**src/hw/rtl/pbfs_pkg.sv**
```systemverilog
// ----------------------------------------------------------------------------
// pbfs_pkg - shared definitions for the projected bounding box fit scale core
// Widths, register indexes, reset values, controller state codes and the
// command and status words between controller and datapath.
// ----------------------------------------------------------------------------
`timescale 1ns / 1ps

package pbfs_pkg;

   // Default parameter values
   localparam int COORD_BITS_DEF     = 12;
   localparam int COEF_FRAC_BITS_DEF = 14;

   // Fixed field widths
   localparam int COEF_W     = 24;
   localparam int HGT_W      = 16;
   localparam int VIEW_W     = 14;
   localparam int STATE_W    = 48;
   localparam int SCALE_W    = 32;
   localparam int SCALE_FRAC = 16;
   localparam int CSR_ADDR_W = 3;

   // Register indexes
   localparam logic [CSR_ADDR_W-1:0] REG_COEF_XX  = 3'd0;
   localparam logic [CSR_ADDR_W-1:0] REG_COEF_XY  = 3'd1;
   localparam logic [CSR_ADDR_W-1:0] REG_COEF_XZ  = 3'd2;
   localparam logic [CSR_ADDR_W-1:0] REG_COEF_YX  = 3'd3;
   localparam logic [CSR_ADDR_W-1:0] REG_COEF_YY  = 3'd4;
   localparam logic [CSR_ADDR_W-1:0] REG_COEF_YZ  = 3'd5;
   localparam logic [CSR_ADDR_W-1:0] REG_VIEW_W   = 3'd6;
   localparam logic [CSR_ADDR_W-1:0] REG_VIEW_H   = 3'd7;

   // Register reset values
   localparam logic signed [COEF_W-1:0] RST_COEF_UNIT = 24'sd16384;
   localparam logic signed [COEF_W-1:0] RST_COEF_ZERO = 24'sd0;
   localparam logic [VIEW_W-1:0]        RST_VIEW_W    = 14'd1920;
   localparam logic [VIEW_W-1:0]        RST_VIEW_H    = 14'd1080;

   // Controller states
   typedef enum logic [8:0] {
      S_IDLE = 9'b000000001,
      S_PROJ = 9'b000000010,
      S_SUM  = 9'b000000100,
      S_BOX  = 9'b000001000,
      S_EXT  = 9'b000010000,
      S_LOAD = 9'b000100000,
      S_DIV  = 9'b001000000,
      S_PICK = 9'b010000000,
      S_DONE = 9'b100000000
   } state_type;

   // Controller to datapath
   typedef struct packed {
      logic capture;   // latch the accepted point
      logic mult;      // form the six coefficient products
      logic sum;       // add products into projected x and y
      logic box;       // fold projected point into the bounding box
      logic ext;       // form both extents
      logic div_load;  // load divider for the selected axis
      logic div_step;  // one quotient bit
      logic pick;      // keep the smaller axis scale
      logic finish;    // load result word, clear the box
      logic axis;      // 0 = x axis, 1 = y axis
   } cmd_type;

   // Datapath to controller
   typedef struct packed {
      logic last_pt;   // captured point closes the map
      logic ex_zero;   // x extent is zero
      logic ey_zero;   // y extent is zero
      logic div_last;  // divider on its final step
      logic rsp_full;  // result word still waiting
   } sts_type;

endpackage

```
**src/hw/rtl/pbfs_ctrl.sv**
```systemverilog
// ----------------------------------------------------------------------------
// pbfs_ctrl - sequencer of the fit scale core
// Walks each point through multiply, sum and box update, and on the last
// point runs the shared divider over each nonzero axis and commits the result.
// ----------------------------------------------------------------------------
`timescale 1ns / 1ps

module pbfs_ctrl (
   input  logic              clock,
   input  logic              reset,
   input  logic              req_valid,
   output logic              req_ready,
   input  pbfs_pkg::sts_type sts,
   output pbfs_pkg::cmd_type cmd
);

   pbfs_pkg::state_type state_ff, state_in;
   logic                axis_ff, axis_in;

   // Next state and command decode
   always_comb begin
      state_in  = state_ff;
      axis_in   = axis_ff;
      req_ready = 1'b0;
      cmd       = '0;
      cmd.axis  = axis_ff;
      unique case (state_ff)
         pbfs_pkg::S_IDLE: begin
            req_ready = 1'b1;
            if (req_valid) begin
               cmd.capture = 1'b1;
               state_in    = pbfs_pkg::S_PROJ;
            end
         end
         pbfs_pkg::S_PROJ: begin
            cmd.mult = 1'b1;
            state_in = pbfs_pkg::S_SUM;
         end
         pbfs_pkg::S_SUM: begin
            cmd.sum  = 1'b1;
            state_in = pbfs_pkg::S_BOX;
         end
         pbfs_pkg::S_BOX: begin
            cmd.box  = 1'b1;
            state_in = sts.last_pt ? pbfs_pkg::S_EXT : pbfs_pkg::S_IDLE;
         end
         pbfs_pkg::S_EXT: begin
            // start on x unless its extent is zero
            cmd.ext  = 1'b1;
            axis_in  = sts.ex_zero;
            state_in = (sts.ex_zero && sts.ey_zero) ? pbfs_pkg::S_DONE : pbfs_pkg::S_LOAD;
         end
         pbfs_pkg::S_LOAD: begin
            cmd.div_load = 1'b1;
            state_in     = pbfs_pkg::S_DIV;
         end
         pbfs_pkg::S_DIV: begin
            cmd.div_step = 1'b1;
            if (sts.div_last) begin
               state_in = pbfs_pkg::S_PICK;
            end
         end
         pbfs_pkg::S_PICK: begin
            cmd.pick = 1'b1;
            if (!axis_ff && !sts.ey_zero) begin
               axis_in  = 1'b1;
               state_in = pbfs_pkg::S_LOAD;
            end else begin
               state_in = pbfs_pkg::S_DONE;
            end
         end
         pbfs_pkg::S_DONE: begin
            // wait for the result register to drain
            if (!sts.rsp_full) begin
               cmd.finish = 1'b1;
               state_in   = pbfs_pkg::S_IDLE;
            end
         end
         default: begin
            state_in = pbfs_pkg::S_IDLE;
         end
      endcase
   end

   // State registers
   always_ff @(posedge clock) begin
      if (reset) begin
         state_ff <= pbfs_pkg::S_IDLE;
         axis_ff  <= 1'b0;
      end else begin
         state_ff <= state_in;
         axis_ff  <= axis_in;
      end
   end

endmodule

```
**config.mk**
```make
export PLATFORM = sky130hd
export DESIGN_NAME = pbfs_ctrl
export DESIGN_NICKNAME = d
export VERILOG_FILES = /design/src/hw/rtl/pbfs_pkg.sv /design/src/hw/rtl/pbfs_ctrl.sv
export SDC_FILE = /design/constraint.sdc
export NUM_CORES = 1
export LEC_CHECK = 0
export ABC_AREA = 1
export BUFFER_PORTS_ARGS = -buffer_cell sky130_fd_sc_hd__buf_2
export CORE_UTILIZATION = 49
export DETAILED_ROUTE_END_ITERATION = 8
export PLACE_DENSITY = 0.75
export SLEW_MARGIN = 20
export SYNTH_ARGS = -nofsm -noshare
export SYNTH_HDL_FRONTEND = slang
export SYNTH_SLANG_ARGS = --single-unit
```
**constraint.sdc**
```tcl
create_clock -name clock -period 1.4 [get_ports clock]
set_input_delay 0.07 -clock clock [delete_from_list [all_inputs] [get_ports clock]]
set_output_delay 0.07 -clock clock [all_outputs]
set_load 0.005 [all_outputs]
```
==> flow_metrics.env, run 1 <==
export IMPL_rsz0062_at_grt="yes"
export IMPL_cts_tree="yes"
export IMPL_die_area_um2=1670
export IMPL_setup_viol=0
export IMPL_antenna_found_initial=0
export IMPL_fin_worst_skew_ns=0.00510
export IMPL_ctsHoldBuffers=0
export IMPL_status="complete, no violations"
export IMPL_hold_slack_ns=0.0407
export IMPL_synth_top_area_frac=0.271
export IMPL_ys_top_cells_by_count="nand2_1 (21), inv_1 (17), nor2_1 (17), dfxtp_1 (10)"
export IMPL_totalWireLength_mm=1.53
export IMPL_cp_arrival_ns=1.27
export IMPL_layout_drive_gt1_share=0.473
export IMPL_grt_overflow=0
export IMPL_postLayoutCellArea_um2=905
export IMPL_clkSlewWorstSetupHoldPaths_ns=0.08
export IMPL_ios=19
export IMPL_slew_violations=0
export IMPL_yosysSeqAreaShare=0.271
export IMPL_yosysUniqueCellTypes=21
export IMPL_synth_area_um2=738
export IMPL_grt_max_degree=10
export IMPL_post_cts_setup_buffers=0
export IMPL_ys_ff_latch=10
export IMPL_yosysWarnings=0
export IMPL_grt_pass1_wl_mm=2.39
export IMPL_cts_made_buffers=3
export IMPL_syn_nets=119
export IMPL_maxCapViolations=0
export IMPL_synth_area_leaders="dfxtp_1 (27%), nand2_1 (11%), nor3_2 (9.5%)"
export IMPL_die_w_um=40.8
export IMPL_cts_resized=0
export IMPL_ir_drop_v=0.00102
export IMPL_hold_path_class="input port to flop"
export IMPL_crit_path_start_kind="flop"
export IMPL_max_freq_mhz=748
export IMPL_vias_per_cell=4.78
export IMPL_crit_fanout=4
export IMPL_dpl_hpwl_mm=1.24
export IMPL_drt_pass1_iterations=4
export IMPL_die_h_um=40.8
export IMPL_diodes=0
export IMPL_insertion_delay_ns=0.27
export IMPL_period_share=0.955
export IMPL_globalRouteTotalUtil=0.227
export IMPL_critPathKind="flop to primary output"
export IMPL_first_iter_violations=14
export IMPL_required_ns=1.33
export IMPL_route_detailed_drc=0
export IMPL_start_util=0.547
export IMPL_routabilityCongestion=0.772
export IMPL_tightest_slew_ns=0.302
export IMPL_power_density_nw_per_um2=1410
export IMPL_postSynthAreaPerCell_um2=6.65
export IMPL_clk_path_buf_depth=2
export IMPL_synth_cells=111
export IMPL_cts_htree_levels=1
export IMPL_synth_edf_count=0
export IMPL_synth_most_common_cell="nand2_1"
export IMPL_area_delta_synth_final_pct=22.5
export IMPL_core_um2=1350
export IMPL_fill_cells=130
export IMPL_synth_top_area_cell="dfxtp_1"
export IMPL_dpl_instance_area_um2=836
export IMPL_slew_headroom=0.797
export IMPL_place_port_buffers=18
export IMPL_clock_root_buffer="clkbuf_4"
export IMPL_period_needed_ns=1.34
export IMPL_ys_flop_type="dfxtp_1"
export IMPL_cp_end_kind="primary output"
export IMPL_drt_wirelength_per_cell_um=10.5
export IMPL_total_leakage_power_nw=0.518
export IMPL_synthArstFlopShare=0
export IMPL_clock_sinks=10
export IMPL_grt_pass1_vias=612
export IMPL_vias=698
export IMPL_rows=13
export IMPL_final_hold_violation_count=0
export IMPL_layout_nets=140
export IMPL_ant_nets=0
==> cell usage in the layout (no fill, tap or decap) <==
cell type / instances
nand2_1: 18
buf_2: 18
nor2_1: 16
inv_1: 16
inv_2: 7
dfxtp_1: 7
nor2_2: 6
nor3_2: 6
nand2_2: 5
nand3_2: 4
nand3_1: 4
nand2_4: 3
o21ai_0: 3
clkbuf_4: 3
dfxtp_2: 3
inv_4: 2
nand3_4: 2
a21oi_1: 2
nor2_4: 1
nor3_1: 1
nor3_4: 1
or2_1: 1
a211oi_1: 1
clkbuf_8: 1
==> stage by stage <==
step	total power, mW	setup TNS, ns	std cells	setup slack [ns]	util
6_report	1.27	0	146	0.0627	0.670
4_1_cts	1.23	0	146	0.0581	0.646
2_1_floorplan	0.827	0	111	0.227	-
5_1_grt	1.37	-0.165	146	-0.0949	0.670
3_5_place_dp	0.961	0	142	0.0802	0.619
3_3_place_gp	0.940	0	142	0.116	0.619
==> report_power, final <==
group          leakage (nW)  switching, mW  internal (mW)
registers            0.0820         0.0506          0.329
logic                 0.415          0.396          0.224
clock network        0.0210          0.117          0.158
==> layout make-up <==
cell class / count / area (µm²) / area share
multi-input cells: 74 / 457 / 0.505
flip-flops and latches: 10 / 204 / 0.225
inverters: 25 / 98.8 / 0.109
repair buffers: 18 / 90.1 / 0.0996
clock buffers: 4 / 36.3 / 0.0401
well taps: 15 / 18.8 / 0.0207
==> worst max-delay path, stage by stage, from the launching register on <==
cell and delay, ns:
dfxtp_2 0.35, nor3_1 0.30, nand2_1 0.15, inv_1 0.09, buf_2 0.11
==> final timing paths <==
path,from,endpoint,slack [ns],cells past startpoint
hold reg to reg,axis_ff,axis_ff,0.51,2
setup / recovery,state_ff[0],cmd[6],0.06,4
setup reg to reg,state_ff[4],state_ff[0],0.10,10
hold / removal,sts[4],state_ff[4],0.04,3
==> state kept, by name, summed over array words and instances (netlist names) <==
register / flops
axis_ff: 1
state_ff: 9
==> layer usage <==
metal,share of wire,wire length (µm),GRT usage,vias to the layer above
met1,0.47,722,0.271,309
met4,0,0,0.0583,0
met3,0.043,65,0.0978,0
li1,-,-,-,375
met5,0,0,0,-
met2,0.48,739,0.367,14
==> cells by family (layout without fill, tap and decap cells) <==
| logic type | after synthesis | in the layout | share of synthesized area |
|---|---|---|---|
| simple gates | 68 | 68 | 0.539 |
| flops | 10 | 10 | 0.271 |
| buf+inv | 27 | 47 | 0.146 |
| compound gates | 6 | 6 | 0.0441 |
Power figures use the tool's default switching activity.
==> run 2: changes to the inputs <==
Clock period 1.4 ns to 1.5 ns, I/O delays scaled along.
==> run 2 against run 1 <==
  * Final cell count fell by 0.68%
  * Clock skew up 0.00097 ns
  * Worst hold slack better by 0.011 ns
  * Total power down 16%
  * Sequential cell count did not move
  * Global-route usage decreased by 1.4 points
  * Clock power shrank 31%
  * First-iteration DRC count fell by 43%
  * Die area unchanged
  * Core utilization fell by 3.4 points
  * Sequential power down 8.4%
  * Critical path type unchanged
  * Critical endpoint is now cmd[4]
==> flow_metrics.env, run 2 (synthesis gave the netlist of run 1 again) <==
export IMPL_clock_sinks=10
export IMPL_period_share=0.883
export IMPL_p_clk_frac=0.176
export IMPL_die_w_um=40.8
export IMPL_max_freq_mhz=755
export IMPL_final_hold_violation_count=0
export IMPL_total_leakage_power_nw=0.513
export IMPL_routabilityCongestion=0.772
export IMPL_grt_overflow=0
export IMPL_route_detailed_drc=0
export IMPL_hold_depth=3
export IMPL_ant_nets=0
export IMPL_required_ns=1.42
export IMPL_critPathKind="flop to primary output"
export IMPL_setup_viol=0
export IMPL_p_switching_uw=481
export IMPL_cts_htree_levels=1
export IMPL_top_regs="state_ff x9, axis_ff x1"
export IMPL_rsz0062_at_grt="no"
export IMPL_max_stage_delay_ns=0.34
export IMPL_die_h_um=40.8
export IMPL_finalWorstSetupSlack_ns=0.175
export IMPL_antenna_found_initial=0
export IMPL_ctsHoldBuffers=0
export IMPL_cts_tree="yes"
export IMPL_ir_drop_v=0.000831
export IMPL_crit_fanout=4
export IMPL_crit_path_start_kind="flop"
export IMPL_diodes=0
export IMPL_slew_violations=0
export IMPL_place_ws_ns=0.190
export IMPL_drt_pass1_iterations=4
export IMPL_timing_reg2reg_setup_slack_ns=0.21
export IMPL_final_cell_mix="nand2_1 (21), buf_2 (18), nor2_1 (17), inv_1 (17), dfxtp_1 (10)"
export IMPL_globalRouteTotalUtil=0.213
export IMPL_cp_end_kind="primary output"
export IMPL_place_port_buffers=18
export IMPL_slowest_stage="dfxtp_1"
export IMPL_first_iter_violations=8
export IMPL_fin_setup_tns_ns=0
export IMPL_totalWireLength_mm=1.45
export IMPL_grt_pass1_vias=577
export IMPL_status="complete, no violations"
export IMPL_switching_share=0.448
export IMPL_layout_drive_gt1_share=0.392
export IMPL_grt_max_degree=10
export IMPL_tightest_slew_ns=0.217
export IMPL_grt_pass1_wl_mm=2.28
export IMPL_start_util=0.547
export IMPL_clkSlewWorstSetupHoldPaths_ns=0.07
export IMPL_rows=13
export IMPL_r2r_end="state_ff[0]"
export IMPL_critPathBufInv=3
export IMPL_drt_wirelength_per_cell_um=10.0
export IMPL_dpl_instance_area_um2=836
export IMPL_critPathTopFamily="flip-flops"
export IMPL_fin_worst_skew_ns=0.00607
export IMPL_die_area_um2=1670
export IMPL_fin_util=0.636
export IMPL_clock_root_buffer="clkbuf_4"
export IMPL_core_um2=1350
export IMPL_r2r_start="state_ff[7]"
export IMPL_area_delta_synth_final_pct=16.3
export IMPL_post_cts_setup_buffers=0
export IMPL_cp_arrival_ns=1.25
export IMPL_hold_path_class="input port to flop"
export IMPL_regMostFlops="state_ff"
export IMPL_internal_power_uw=593
export IMPL_layout_commonest_cell="nand2_1"
export IMPL_power_frac_seq=0.323
export IMPL_layout_nets=140
export IMPL_largest_reg_flops=9
export IMPL_clk_path_buf_depth=2
export IMPL_vias_per_cell=4.79
export IMPL_dpl_hpwl_mm=1.23
export IMPL_slew_headroom=0.854
export IMPL_min_from="sts[4]"
export IMPL_power_density_nw_per_um2=1250
export IMPL_rr_worst_depth=8
export IMPL_min_to="state_ff[4]"
export IMPL_cts_made_buffers=3
export IMPL_insertion_delay_ns=0.27
export IMPL_crit_chain="nor2_1 > nand2_1 > inv_2 > nand3_1 > inv_1 > buf_2"
export IMPL_fill_cells=126
export IMPL_cts_resized=0
export IMPL_period_needed_ns=1.33
export IMPL_pwr_share_comb=0.501
export IMPL_ios=19
export IMPL_postLayoutCellArea_um2=858
export IMPL_vias=695
export IMPL_maxCapViolations=0
-- run 2: cell types whose count changed in the layout (fill, tap and decap cells not counted), moves of 2 or more --
cell | before | now
dfxtp_2 | 3 | 0
nand2_1 | 18 | 21
dfxtp_1 | 7 | 10
nand3_1 | 4 | 6
nand2_2 | 5 | 2
nand3_2 | 4 | 2
-- run 2: layer usage --
metal	GRT usage	vias up	share of wire
li1	-	372	-
met4	0.100	0	0.020
met1	0.263	302	0.48
met5	0	-	0
met3	0.0489	5	0.032
met2	0.344	16	0.47
-- run 2: worst max path at each step --
stage	from	endpoint	cells past startpoint
floorplan	state_ff[5]	state_ff[0]	10
finish	state_ff[0]	cmd[4]	6
global placement	state_ff[0]	state_ff[0]	8
global route	state_ff[7]	cmd[1]	6
detailed placement	state_ff[7]	state_ff[0]	8
CTS	state_ff[0]	cmd[4]	6
-- run 2: through the flow --
stage / hold slack [ns] / cells / total power [mW]
6_report: 0.0521 / 145 / 1.07
3_5_place_dp: 0.341 / 142 / 0.896
5_1_grt: 0.0548 / 145 / 1.17
2_1_floorplan: 0.181 / 111 / 0.772
4_1_cts: 0.0500 / 145 / 1.08
3_3_place_gp: 0.343 / 142 / 0.878
-- run 2: area by class of cell --
cell class                 count  area, µm²  share of cell area
sequential                    10        200               0.233
clock buffer                   3       22.5              0.0262
timing repair buffer          18       90.1               0.105
inverter                      25       96.3               0.112
tap                           15       18.8              0.0219
multi-input combinational     74        430               0.501
-- run 2: power by group through the flow --
stage	Sequential [mW]	Combinational, mW	Clock, mW
4_1_cts	0.346	0.544	0.192
3_5_place_dp	0.353	0.543	0
2_1_floorplan	0.341	0.432	0
5_1_grt	0.353	0.611	0.202
6_report	0.347	0.539	0.189
3_3_place_gp	0.350	0.528	0
-- run 2: tightest hold or removal path: stages --
cell and delay [ns]:
buf_2 0.10, nand2_1 0.07, nor3_2 0.04
